===== src/rtl/core/nhsp_pkg.sv =====
`timescale 1ns / 1ps
`default_nettype none
// ----------------------------------------------------------------------------
// NMEA heading parser package
// Character codes, sentence type selects and small decode helpers shared by
// the heading sentence parser.
// ----------------------------------------------------------------------------
package nhsp_pkg;

  // Characters with a meaning to the parser.
  localparam logic [7:0] CHAR_DOLLAR  = 8'h24;
  localparam logic [7:0] CHAR_STAR    = 8'h2A;
  localparam logic [7:0] CHAR_NEWLINE = 8'h0A;
  localparam logic [7:0] CHAR_NUL     = 8'h00;
  localparam logic [7:0] CHAR_COMMA   = 8'h2C;
  localparam logic [7:0] CHAR_SPACE   = 8'h20;
  localparam logic [7:0] CHAR_PLUS    = 8'h2B;
  localparam logic [7:0] CHAR_MINUS   = 8'h2D;
  localparam logic [7:0] CHAR_POINT   = 8'h2E;
  localparam logic [7:0] CHAR_ZERO    = 8'h30;
  localparam logic [7:0] CHAR_NINE    = 8'h39;
  localparam logic [7:0] CHAR_TAB     = 8'h09;
  localparam logic [7:0] CHAR_CR      = 8'h0D;

  // Sentence type selects.
  typedef enum logic [2:0] {
    TYPE_HDG  = 3'd0,
    TYPE_HDT  = 3'd1,
    TYPE_HDM  = 3'd2,
    TYPE_THS  = 3'd3,
    TYPE_PHDT = 3'd4,
    TYPE_CHDT = 3'd5,
    TYPE_EHDT = 3'd6,
    TYPE_NONE = 3'd7
  } heading_type_t;

  localparam heading_type_t TYPE_RESET = TYPE_HDT;

  // Heading accumulator holds values up to the cap of 65536 tenths.
  localparam int unsigned ACC_W = 17;
  localparam logic [ACC_W-1:0] ACC_CAP = 17'h10000;

  // Decoded hex digit: valid flag and nibble value.
  typedef struct packed {
    logic       hit;
    logic [3:0] value;
  } hex_digit_t;

  function automatic hex_digit_t hex_decode(input logic [7:0] c);
    hex_digit_t h;
    h.hit   = 1'b1;
    h.value = 4'd0;
    if (c >= 8'h30 && c <= 8'h39) begin
      h.value = 4'(c - 8'h30);
    end else if (c >= 8'h61 && c <= 8'h66) begin
      h.value = 4'(c - 8'h57);
    end else if (c >= 8'h41 && c <= 8'h46) begin
      h.value = 4'(c - 8'h37);
    end else begin
      h.hit = 1'b0;
    end
    return h;
  endfunction

  // True when the last characters in the window spell the selected type.
  function automatic logic type_hit(input logic [31:0] window, input heading_type_t sel);
    logic hit;
    hit = 1'b0;
    case (sel)
      TYPE_HDG:  hit = (window[23:0] == 24'h484447);
      TYPE_HDT:  hit = (window[23:0] == 24'h484454);
      TYPE_HDM:  hit = (window[23:0] == 24'h48444D);
      TYPE_THS:  hit = (window[23:0] == 24'h544853);
      TYPE_PHDT: hit = (window == 32'h50484454);
      TYPE_CHDT: hit = (window == 32'h43484454);
      TYPE_EHDT: hit = (window == 32'h45484454);
      default:   hit = 1'b0;
    endcase
    return hit;
  endfunction

endpackage
`default_nettype wire


===== src/rtl/core/nmea_heading_sentence_parser_core.sv =====
`timescale 1ns / 1ps
`default_nettype none
// ----------------------------------------------------------------------------
// NMEA heading sentence parser
// Splits a character stream into lines, checks the NMEA checksum and sentence
// type of each line and extracts the heading field in tenths of a degree.
// ----------------------------------------------------------------------------
// The block takes one character per clock cycle while byte_stall is low; the
// per-line state is updated by a single layer of logic on the accepted word.
// Every newline produces one result word (pass flag and heading register),
// registered into the output register, or into the skid entry when the output
// register holds a word not yet taken; this is the two-word output buffer, so
// characters keep flowing while a result waits; byte_stall rises only when
// both entries hold words not yet taken. The heading type register may be
// written at any time the block is idle; cfg_ready is always high.

module nmea_heading_sentence_parser_core #(
  parameter int unsigned CHECK_SPAN      = 128,
  parameter int unsigned FIELD_MAX_CHARS = 15
) (
  input  wire logic        clk,
  input  wire logic        rst,
  // Configuration write channel.
  input  wire logic        cfg_valid,
  output logic             cfg_ready,
  input  wire logic [2:0]  cfg_data,
  // Character channel.
  input  wire logic        byte_valid,
  output logic             byte_stall,
  input  wire logic [7:0]  byte_in,
  // Result channel.
  output logic             result_valid,
  input  wire logic        result_stall,
  output logic             sentence_ok,
  output logic [15:0]      heading_tenths
);

  localparam int unsigned ACC_W = nhsp_pkg::ACC_W;

  // Configuration register.
  nhsp_pkg::heading_type_t heading_type;

  // Per-line state.
  logic [7:0]       line_position, line_position_next;
  logic [7:0]       xor_accumulator, xor_accumulator_next;
  logic [7:0]       received_checksum, received_checksum_next;
  logic [1:0]       comma_count, comma_count_next;
  logic [3:0]       field_length, field_length_next;
  logic [ACC_W-1:0] value_tenths_accum, value_tenths_accum_next;
  logic [1:0]       fraction_digit_count, fraction_digit_count_next;
  logic             round_up_pending, round_up_pending_next;
  logic [31:0]      recent_bytes_window, recent_bytes_window_next;
  logic             type_matched, type_matched_next;
  logic             ck_fail, ck_fail_next;
  logic             star_seen, star_seen_next;
  logic             hex_ended, hex_ended_next;
  logic             nul_seen, nul_seen_next;
  logic             num_started, num_started_next;
  logic             num_negative, num_negative_next;
  logic             point_seen, point_seen_next;
  logic             num_ended, num_ended_next;
  logic [15:0]      heading_register, heading_register_next;

  // Output buffer.
  logic             skid_valid;
  logic             skid_ok;
  logic [15:0]      skid_heading;

  logic             byte_take;
  logic             result_take;
  logic             push;
  logic             push_ok;
  logic [15:0]      push_heading;

  assign cfg_ready   = 1'b1;
  assign byte_stall  = skid_valid;
  assign byte_take   = byte_valid && !byte_stall;
  assign result_take = result_valid && !result_stall;

  // Configuration register write.
  always_ff @(posedge clk) begin
    if (rst) begin
      heading_type <= nhsp_pkg::TYPE_RESET;
    end else if (cfg_valid && cfg_ready) begin
      heading_type <= nhsp_pkg::heading_type_t'(cfg_data);
    end
  end

  // Per-character parse step.
  always_comb begin
    logic [7:0]          b;
    logic [7:0]          idx;
    logic [31:0]         window;
    nhsp_pkg::hex_digit_t h;
    logic [3:0]          digit;
    logic                is_digit;
    logic                is_blank;
    logic [19:0]         prod;
    logic [ACC_W:0]      rounded;

    b        = byte_in;
    idx      = line_position;
    window   = {recent_bytes_window[23:0], byte_in};
    h        = nhsp_pkg::hex_decode(byte_in);
    digit    = byte_in[3:0];
    is_digit = (byte_in >= nhsp_pkg::CHAR_ZERO) && (byte_in <= nhsp_pkg::CHAR_NINE);
    is_blank = (byte_in == nhsp_pkg::CHAR_SPACE) ||
               ((byte_in >= nhsp_pkg::CHAR_TAB) && (byte_in <= nhsp_pkg::CHAR_CR));
    prod     = 20'd0;
    rounded  = '0;

    line_position_next        = line_position;
    xor_accumulator_next      = xor_accumulator;
    received_checksum_next    = received_checksum;
    comma_count_next          = comma_count;
    field_length_next         = field_length;
    value_tenths_accum_next   = value_tenths_accum;
    fraction_digit_count_next = fraction_digit_count;
    round_up_pending_next     = round_up_pending;
    recent_bytes_window_next  = recent_bytes_window;
    type_matched_next         = type_matched;
    ck_fail_next              = ck_fail;
    star_seen_next            = star_seen;
    hex_ended_next            = hex_ended;
    nul_seen_next             = nul_seen;
    num_started_next          = num_started;
    num_negative_next         = num_negative;
    point_seen_next           = point_seen;
    num_ended_next            = num_ended;
    heading_register_next     = heading_register;
    push                      = 1'b0;
    push_ok                   = 1'b0;
    push_heading              = heading_register;

    if (byte_take) begin
      if (b == nhsp_pkg::CHAR_NEWLINE) begin
        // End of line: judge it, update the heading and clear the line state.
        push    = 1'b1;
        push_ok = star_seen && !ck_fail && (received_checksum == xor_accumulator) &&
                  type_matched;
        if (push_ok) begin
          if (comma_count == 2'd2 && !num_negative) begin
            rounded = {1'b0, value_tenths_accum} + (ACC_W+1)'(round_up_pending);
            if (rounded > (ACC_W+1)'(16'hFFFF)) begin
              heading_register_next = 16'hFFFF;
            end else begin
              heading_register_next = rounded[15:0];
            end
          end else begin
            heading_register_next = 16'd0;
          end
        end
        push_heading = heading_register_next;

        line_position_next        = '0;
        xor_accumulator_next      = '0;
        received_checksum_next    = '0;
        comma_count_next          = '0;
        field_length_next         = '0;
        value_tenths_accum_next   = '0;
        fraction_digit_count_next = '0;
        round_up_pending_next     = 1'b0;
        recent_bytes_window_next  = '0;
        type_matched_next         = 1'b0;
        ck_fail_next              = 1'b0;
        star_seen_next            = 1'b0;
        hex_ended_next            = 1'b0;
        nul_seen_next             = 1'b0;
        num_started_next          = 1'b0;
        num_negative_next         = 1'b0;
        point_seen_next           = 1'b0;
        num_ended_next            = 1'b0;
      end else if (nul_seen) begin
        // Text after a NUL character is ignored until the newline.
      end else if (b == nhsp_pkg::CHAR_NUL) begin
        nul_seen_next = 1'b1;
      end else begin
        if (line_position != 8'hFF) begin
          line_position_next = line_position + 8'd1;
        end

        // Checksum framing: dollar, covered text, star, hex digits.
        if (!ck_fail) begin
          if (idx == 8'd0) begin
            if (b != nhsp_pkg::CHAR_DOLLAR) begin
              ck_fail_next = 1'b1;
            end
          end else if (!star_seen) begin
            if (b == nhsp_pkg::CHAR_STAR) begin
              star_seen_next = 1'b1;
            end else if (idx >= 8'(CHECK_SPAN)) begin
              ck_fail_next = 1'b1;
            end else begin
              xor_accumulator_next = xor_accumulator ^ b;
            end
          end else if (!hex_ended) begin
            if (!h.hit) begin
              hex_ended_next = 1'b1;
            end else begin
              received_checksum_next = {received_checksum[3:0], h.value};
            end
          end
        end

        // Sentence type search over the last four characters.
        recent_bytes_window_next = window;
        if (nhsp_pkg::type_hit(window, heading_type)) begin
          type_matched_next = 1'b1;
        end

        // Comma counting and heading field decode.
        if (b == nhsp_pkg::CHAR_COMMA) begin
          if (comma_count != 2'd2) begin
            comma_count_next = comma_count + 2'd1;
          end
        end else if (comma_count == 2'd1 && field_length < 4'(FIELD_MAX_CHARS)) begin
          field_length_next = field_length + 4'd1;
          if (num_ended) begin
            // Number already closed.
          end else if (!num_started && is_blank) begin
            // Leading white space is skipped.
          end else if (!num_started && (b == nhsp_pkg::CHAR_PLUS ||
                                        b == nhsp_pkg::CHAR_MINUS)) begin
            num_started_next = 1'b1;
            if (b == nhsp_pkg::CHAR_MINUS) begin
              num_negative_next = 1'b1;
            end
          end else if (is_digit) begin
            num_started_next = 1'b1;
            if (!point_seen) begin
              // Integer digit: acc * 10 + digit * 10, capped.
              if (value_tenths_accum >= nhsp_pkg::ACC_CAP) begin
                value_tenths_accum_next = nhsp_pkg::ACC_CAP;
              end else begin
                prod = {value_tenths_accum, 3'b000} + {2'b00, value_tenths_accum, 1'b0} +
                       20'({digit, 3'b000}) + 20'({digit, 1'b0});
                if (prod > 20'(nhsp_pkg::ACC_CAP)) begin
                  value_tenths_accum_next = nhsp_pkg::ACC_CAP;
                end else begin
                  value_tenths_accum_next = prod[ACC_W-1:0];
                end
              end
            end else if (fraction_digit_count == 2'd0) begin
              // Tenths digit.
              if (value_tenths_accum >= nhsp_pkg::ACC_CAP) begin
                value_tenths_accum_next = nhsp_pkg::ACC_CAP;
              end else begin
                prod = 20'(value_tenths_accum) + 20'(digit);
                if (prod > 20'(nhsp_pkg::ACC_CAP)) begin
                  value_tenths_accum_next = nhsp_pkg::ACC_CAP;
                end else begin
                  value_tenths_accum_next = prod[ACC_W-1:0];
                end
              end
              fraction_digit_count_next = 2'd1;
            end else if (fraction_digit_count == 2'd1) begin
              // Hundredths digit decides the rounding.
              if (digit >= 4'd5) begin
                round_up_pending_next = 1'b1;
              end
              fraction_digit_count_next = 2'd2;
            end
          end else if (b == nhsp_pkg::CHAR_POINT && !point_seen) begin
            point_seen_next  = 1'b1;
            num_started_next = 1'b1;
          end else begin
            num_ended_next = 1'b1;
          end
        end
      end
    end
  end

  // Line state registers.
  always_ff @(posedge clk) begin
    if (rst) begin
      line_position        <= '0;
      xor_accumulator      <= '0;
      received_checksum    <= '0;
      comma_count          <= '0;
      field_length         <= '0;
      value_tenths_accum   <= '0;
      fraction_digit_count <= '0;
      round_up_pending     <= 1'b0;
      recent_bytes_window  <= '0;
      type_matched         <= 1'b0;
      ck_fail              <= 1'b0;
      star_seen            <= 1'b0;
      hex_ended            <= 1'b0;
      nul_seen             <= 1'b0;
      num_started          <= 1'b0;
      num_negative         <= 1'b0;
      point_seen           <= 1'b0;
      num_ended            <= 1'b0;
      heading_register     <= '0;
    end else begin
      line_position        <= line_position_next;
      xor_accumulator      <= xor_accumulator_next;
      received_checksum    <= received_checksum_next;
      comma_count          <= comma_count_next;
      field_length         <= field_length_next;
      value_tenths_accum   <= value_tenths_accum_next;
      fraction_digit_count <= fraction_digit_count_next;
      round_up_pending     <= round_up_pending_next;
      recent_bytes_window  <= recent_bytes_window_next;
      type_matched         <= type_matched_next;
      ck_fail              <= ck_fail_next;
      star_seen            <= star_seen_next;
      hex_ended            <= hex_ended_next;
      nul_seen             <= nul_seen_next;
      num_started          <= num_started_next;
      num_negative         <= num_negative_next;
      point_seen           <= point_seen_next;
      num_ended            <= num_ended_next;
      heading_register     <= heading_register_next;
    end
  end

  // Output buffer control: output register plus one skid entry.
  always_ff @(posedge clk) begin
    if (rst) begin
      result_valid <= 1'b0;
      skid_valid   <= 1'b0;
    end else if (result_take) begin
      if (skid_valid) begin
        skid_valid <= push;
      end else begin
        result_valid <= push;
      end
    end else if (push) begin
      if (!result_valid) begin
        result_valid <= 1'b1;
      end else begin
        skid_valid <= 1'b1;
      end
    end
  end

  // Output buffer payload.
  always_ff @(posedge clk) begin
    if (result_take) begin
      if (skid_valid) begin
        sentence_ok    <= skid_ok;
        heading_tenths <= skid_heading;
        if (push) begin
          skid_ok      <= push_ok;
          skid_heading <= push_heading;
        end
      end else if (push) begin
        sentence_ok    <= push_ok;
        heading_tenths <= push_heading;
      end
    end else if (push) begin
      if (!result_valid) begin
        sentence_ok    <= push_ok;
        heading_tenths <= push_heading;
      end else begin
        skid_ok      <= push_ok;
        skid_heading <= push_heading;
      end
    end
  end

endmodule
`default_nettype wire


===== config.mk =====
export PLATFORM = sky130hd
export DESIGN_NAME = nmea_heading_sentence_parser_core
export DESIGN_NICKNAME = d
export VERILOG_FILES = /design/src/rtl/core/nhsp_pkg.sv /design/src/rtl/core/nmea_heading_sentence_parser_core.sv
export SDC_FILE = /design/constraint.sdc
export NUM_CORES = 1
export LEC_CHECK = 0
export BUFFER_PORTS_ARGS = -buffer_cell sky130_fd_sc_hd__buf_2
export CAP_MARGIN = 20
export CORE_AREA = 2 2 117 119
export CTS_BUF_LIST = sky130_fd_sc_hd__clkbuf_8 sky130_fd_sc_hd__clkbuf_16
export CTS_CLUSTER_SIZE = 30
export DETAILED_ROUTE_END_ITERATION = 16
export DIE_AREA = 0 0 119 121
export PLACE_DENSITY = 0.83
export SYNTH_ARGS = -nofsm -noshare
export SYNTH_HDL_FRONTEND = slang
export SYNTH_SLANG_ARGS = --single-unit

===== constraint.sdc =====
create_clock -name clk -period 8.83 [get_ports clk]
set_clock_uncertainty 0.2 [all_clocks]
set_input_delay 0.883 -clock clk [delete_from_list [all_inputs] [get_ports clk]]
set_output_delay 0.883 -clock clk [all_outputs]
set_load 0.01 [all_outputs]

[Yosys cells after proc, flatten, opt, wreduce, memory -nomap -nowiden]
Cells that the tools add are included.
Operators by class
  add/subtract/negate cells: 11
  multiply operators: 0
  div/mod/pow operators: 0
  order comparisons: 15
  eq/ne operators: 45
  shift-type cells: 0
  mux-type cells: 187
  bitwise operators: 1
  reductions and logical operators: 64
Operators by type and width (count)
  $mux W17: 15
  $mux W16: 14
  $mux W8: 20
  $mux W1: 109
  $eq A24 B23 Y1 const B: 4
  $eq A32 B31 Y1 const B: 3
  $mux W24: 3
  $eq A8 B6 Y1 const B: 6
  $mux W2: 17
  $reduce_bool A2 Y1: 17
  $mux W4: 8
  $reduce_and A8 Y1: 3
  $ne A2 B2 Y1 const B: 11
  $add A20 B18 Y20: 1
  $add A20 B5 Y20: 1
  $add A20 B7 Y20: 1
  $gt A20 B17 Y1 const B: 1
  $reduce_and A10 Y1: 2
  $add A17 B1 Y18: 1
  $add A17 B4 Y18: 1
  $gt A18 B16 Y1 const B: 1
  $gt A18 B17 Y1 const B: 1
  $ge A17 B17 Y1 const B: 1
  $ge A8 B7 Y1 const B: 2
  42 further kinds: 80
Storage, ports and cells
  flip-flop bits (word level): 138
  bits in latches: 0
  memory bits (writable): 0
  memory bits (read-only): 0
  input port bits: 16
  output and inout bits: 20
  logic and storage cells: 349
  memories kept: 0

[Logic depth before layout (Yosys ltp)]
  depth in word-level cells: 16
  depth in mapped cells: 16
  mapped depth without buffers: 16

[Worst setup path after synthesis]
No wires, ideal clock.
  path type: input port to flip-flop
  start: input port byte_in[0]
  end: register value_tenths_accum[3]
  library setup time: 0.132 ns
  arrival: 4.489 ns
  data required time: 8.498 ns
  slack: 4.009 ns
  stages: 16
  path buffers: 0
  path through: fa_1 inv_1 fa_1 inv_1 ha_1 inv_1 fa_1 nand2b_1 a211oi_1 o21ai_0 o21a_1 xnor2_1 a41oi_1 nor2_1 a221oi_1 nor3_1
On the way
  longest elaborated chain between the ends: 15
  elaborated cells between the ends (all ways): 46
  those cells by class: add/sub: 3; order compare: 6; eq/ne: 12; mux: 15; reduce/logical: 10
Ends and longest elaborated chain
  start, declared: line nmea_heading_sentence_parser_core.sv:30  | input wire logic [7:0] byte_in,
  $add A20 B7 Y20 / $add A17 B4 Y18 (equally long branches): line nmea_heading_sentence_parser_core.sv:235, nmea_heading_sentence_parser_core.sv:248
  $add A20 B5 Y20 / $gt A18 B17 Y1 (equally long branches): line nmea_heading_sentence_parser_core.sv:236, nmea_heading_sentence_parser_core.sv:249
  $gt A20 B17 Y1 / $mux W17 (equally long branches): line nmea_heading_sentence_parser_core.sv:237, nmea_heading_sentence_parser_core.sv:249
  $mux W17, on equally long branches: line nmea_heading_sentence_parser_core.sv:237, nmea_heading_sentence_parser_core.sv:245
  $mux W17, on equally long branches: line nmea_heading_sentence_parser_core.sv:232, nmea_heading_sentence_parser_core.sv:243
  $mux W17: line nmea_heading_sentence_parser_core.sv:230  | if (!point_seen) begin
  $mux W17: line nmea_heading_sentence_parser_core.sv:228  | end else if (is_digit) begin
  $mux W17: line nmea_heading_sentence_parser_core.sv:222  | end else if (!num_started && (b == nhsp_pkg::CHAR_PLUS ||
  $mux W17: line nmea_heading_sentence_parser_core.sv:220  | end else if (!num_started && is_blank) begin
  $mux W17: line nmea_heading_sentence_parser_core.sv:218  | if (num_ended) begin
  $mux W17: line nmea_heading_sentence_parser_core.sv:216  | end else if (comma_count == 2'd1 && field_length < 4'(FIELD_MAX_CHARS)) begin
  $mux W17: line nmea_heading_sentence_parser_core.sv:212  | if (b == nhsp_pkg::CHAR_COMMA) begin
  $mux W17: line nmea_heading_sentence_parser_core.sv:175  | end else if (b == nhsp_pkg::CHAR_NUL) begin
  $mux W17: line nmea_heading_sentence_parser_core.sv:173  | end else if (nul_seen) begin
  $mux W17: line nmea_heading_sentence_parser_core.sv:136  | if (b == nhsp_pkg::CHAR_NEWLINE) begin
  end signal, assigned: line nmea_heading_sentence_parser_core.sv:302  | value_tenths_accum <= value_tenths_accum_next;
  end, declared: line nmea_heading_sentence_parser_core.sv:49  | logic [ACC_W-1:0] value_tenths_accum, value_tenths_accum_next;
Parallel ways exist; a longest one is shown, timed or not. The select of a mux whose other input is x is not followed.
A chain may end at the register's enable or synchronous reset.

[Worst setup path in the final report]
  start: input port byte_in[3]
  end: register value_tenths_accum[3]
Same word-level chain as after synthesis.

==> impl_results.md <==
- H-tree depth: 4
- Clk network pwr share: 47.4%
- Post-CTS Setup Repair Bufs: 0
- Gate count of the mapped netlist: between 900 and 1000
- Post-route cell area: 0.009243 mm2
- WP data arrival: 5400 ps
- Routability cong.: about 0.92
- Max FO, Critical Path: 15
- Later-pin clock latency in the skew report: 430 ps
- DIE WIDTH: 119 um
- Crit end category: flip-flop
- Remaining Overflow, GRT: 0
- CTS tree: yes
- Total wire length: 19960 um
- CP Launch Type: input pin
- Die H: 121 um
- Power per cell area: around 150 mW/mm2
- CP Launch Point: byte_in[3]
- Post-synth top area cell: dfxtp_1
- Synth cell types: 71
- Nets: about 1100
- # placed instances: 1153
- Worst VDD drop: 120.1 uV
- Max Cap Viol: 0
- Initial core utilization: 64.36%
- Combinational power share: 6.3%
- Wire per inst: 16.83 um
- Initial antenna violation count: 0
- Cell Area, Synth: ~0.0084 mm2
- Slew Limit Fails: 0
- Largest net degree at the start of global routing: 55
- Clock Path Buffers: 2
- Final hold viol count: 0
- Reg-to-Reg Start: value_tenths_accum[0]
- Tcrit/Tclk final: 59.43%
- Hold depth: 1
- Hold path start: hex_ended
- Core footprint: around 0.013 mm2
- Post-synth ARST share: 0%
- GRT Util Overall: between 20 and 30%
- Sum Neg Setup Slack: 0 ps
- Synth Register Bits: 138
- I/O pins: 36
- Worst reg2reg path depth: 16
- Area grow syn2layout: 9.746%
- Die area: 0.01440 mm2
- P_int: 1.095 mW
- Syn. warnings: 0
- Port Buffers: 34
- Root Buffer: clkbuf_16
- Max frequency: 190.6 MHz
- Top post-synthesis cells by count: nor2_1, nand2_1, dfxtp_1
- Avg Cell Area, Syn: 8.541 um2
- Min cycle time layout: between 5000 and 6000 ps
- DR vias: 7323
- LEAKAGE: 3.928 nW
- Placed inst area: 0.008671 mm2
- Part of the power in registers: 46.3%
- Unrepaired setup endpoints after global routing: no
- Worst min path class: flip-flop to flip-flop
- Share of cells above drive strength 1: between 8 and 9%
- Slew @ Worst Pin: 1066 ps
- Yosys top cell area share: 24.72%
- Min Hold Slack: 265.5 ps
- Placement Rows: 42
- ANT cells: 0
- Non-Filler Instances: 1186
- Hold buffers post-CTS: 0
- Endpoints failing setup: 0
- DP HPWL: 14080 um
- Vias in the first global route: 6747
- Sw Pwr: around 0.34 mW
- Most common cell in the synthesized netlist: nor2_1
- Worst rel slew slack: 28.43%
- Filler cell count: 994
- First drt pass iteration count: 5
- Crit Path Class: input pin to flip-flop
- Sw frac: 23.45%
- Status: complete, no violations
- Number of flops mapped to enable cells by yosys: 34
- Post-layout util: 70.63%
- Post-DRT Antenna Nets: 0
- Post-synth top flop: dfxtp_1
- DRC viols: 0
- Clock Sink Count: between 100 and 150
- CTS buffer count: 17
- Synth top area cells: dfxtp_1, edfxtp_1, ha_1
- 1st-iter DRT viols: 861
- Data required, critical path: 8980 ps
- First-pass GRT wire length: 33070 um
- Via/cell ratio: 6.175
- Syn_nets: 1068
- Clock-pin slew on the worst setup and hold paths: 60 ps
- Seq/Total Area, Yosys: 36.84%
- Post-CTS sizing: 0
per-stage QoR:
| step | power (mW) | setup WS [ps] |
|---|---|---|
| floorplan | 0.7377 | 4009 |
| global placement | 0.7611 | 3330 |
| detailed placement | 0.7636 | 3233 |
| CTS | 1.435 | 3682 |
| global route | 1.474 | 3139 |
| finish | 1.430 | 3583 |
power by group through the flow:
stage,Sequential (mW),Combinational [mW],Clock [mW]
after floorplan,0.673,0.0645,0
after detailed placement,0.676,0.0876,0
after global placement,0.676,0.0854,0
after global routing,0.664,0.0989,0.711
after CTS,0.662,0.0884,0.684
final,0.663,0.0897,0.678
layout make-up:
| cell class | count | area, um2 | share of cell area (%) |
|---|---|---|---|
| multi-input cells | 757 | 4971 | 53.78 |
| flip-flops and latches | 138 | 3103 | 33.57 |
| clock buffers | 20 | 466.7 | 5.049 |
| repair buffers | 42 | 230.2 | 2.491 |
| well taps | 176 | 220.2 | 2.383 |
| inverters | 41 | 153.9 | 1.665 |
| clock inverters | 12 | 97.59 | 1.056 |
sequential cells by signal, summed over array words and instances, names as in the netlist, 4 cells and up:
name	count
field_length	4
heading_register	16
heading_tenths	16
line_position	8
received_checksum	8
recent_bytes_window	24
skid_heading	16
value_tenths_accum	17
xor_accumulator	8
layer usage:
metal  GRT usage [%]  vias to the layer above  wire length, um
met4           10.34                        0              327
met2           43.89                      339             8919
met3           6.626                       36             1883
li1                -                     3545                -
met5               0                        -                0
met1           39.92                     3403             8828
worst paths after layout:
path	endpoint	slack [ps]
max	value_tenths_accum[3]	3580
min	hex_ended	270
max reg2reg	value_tenths_accum[3]	4000
min reg2reg	hex_ended	270
critical path, stage by stage:
cell and delay (ps):
buf_2 270, inv_1 200, fa_1 530, fa_1 530, fa_1 460, nand2b_1 180, a211oi_1 420, o21ai_0 280
o21a_1 250, o211ai_1 160, nand4_1 350, nor2_1 480, a221oi_1 170, nor3_1 210
cells by family (layout without fill, tap and decap cells):
family | Yosys count | count (layout) | share of synthesized area (%)
DFF | 138 | 138 | 36.84
buffers and inverters | 91 | 115 | 4.160
xor gates and xnor gates | 66 | 66 | 6.864
adders and majority gates | 66 | 66 | 10.52
and+or+nand+nor | 396 | 396 | 22.79
other | 1 | 1 | 0.04453
muxes | 19 | 19 | 2.273
AOI/OAI and AO/OA | 209 | 209 | 16.51
layout by cell type (no fill, tap or decap), types with 6 or more instances in the layout:
cell | netlist | routed
a31oi_1 | 22 | 22
a21o_1 | 8 | 8
nand2b_1 | 10 | 10
o21ai_0 | 25 | 25
or3_1 | 6 | 6
nor2b_1 | 9 | 9
and2_1 | 9 | 9
xor2_1 | 34 | 34
dfxtp_1 | 104 | 104
mux2i_1 | 18 | 18
inv_1 | 41 | 43
nand3_1 | 24 | 24
a21oi_1 | 68 | 68
a22o_1 | 18 | 18
and3_1 | 8 | 8
edfxtp_1 | 34 | 34
nor3_1 | 29 | 29
xnor2_1 | 32 | 32
nor2_1 | 122 | 121
buf_2 | 4 | 34
a221oi_1 | 6 | 6
buf_4 | 1 | 8
nor4_1 | 8 | 8
nand2_1 | 120 | 120
ha_1 | 58 | 58
fa_1 | 8 | 8
o21a_1 | 8 | 8
clkbuf_16 | 0 | 17
nand4_1 | 17 | 17
Power figures use the tool's default switching activity.
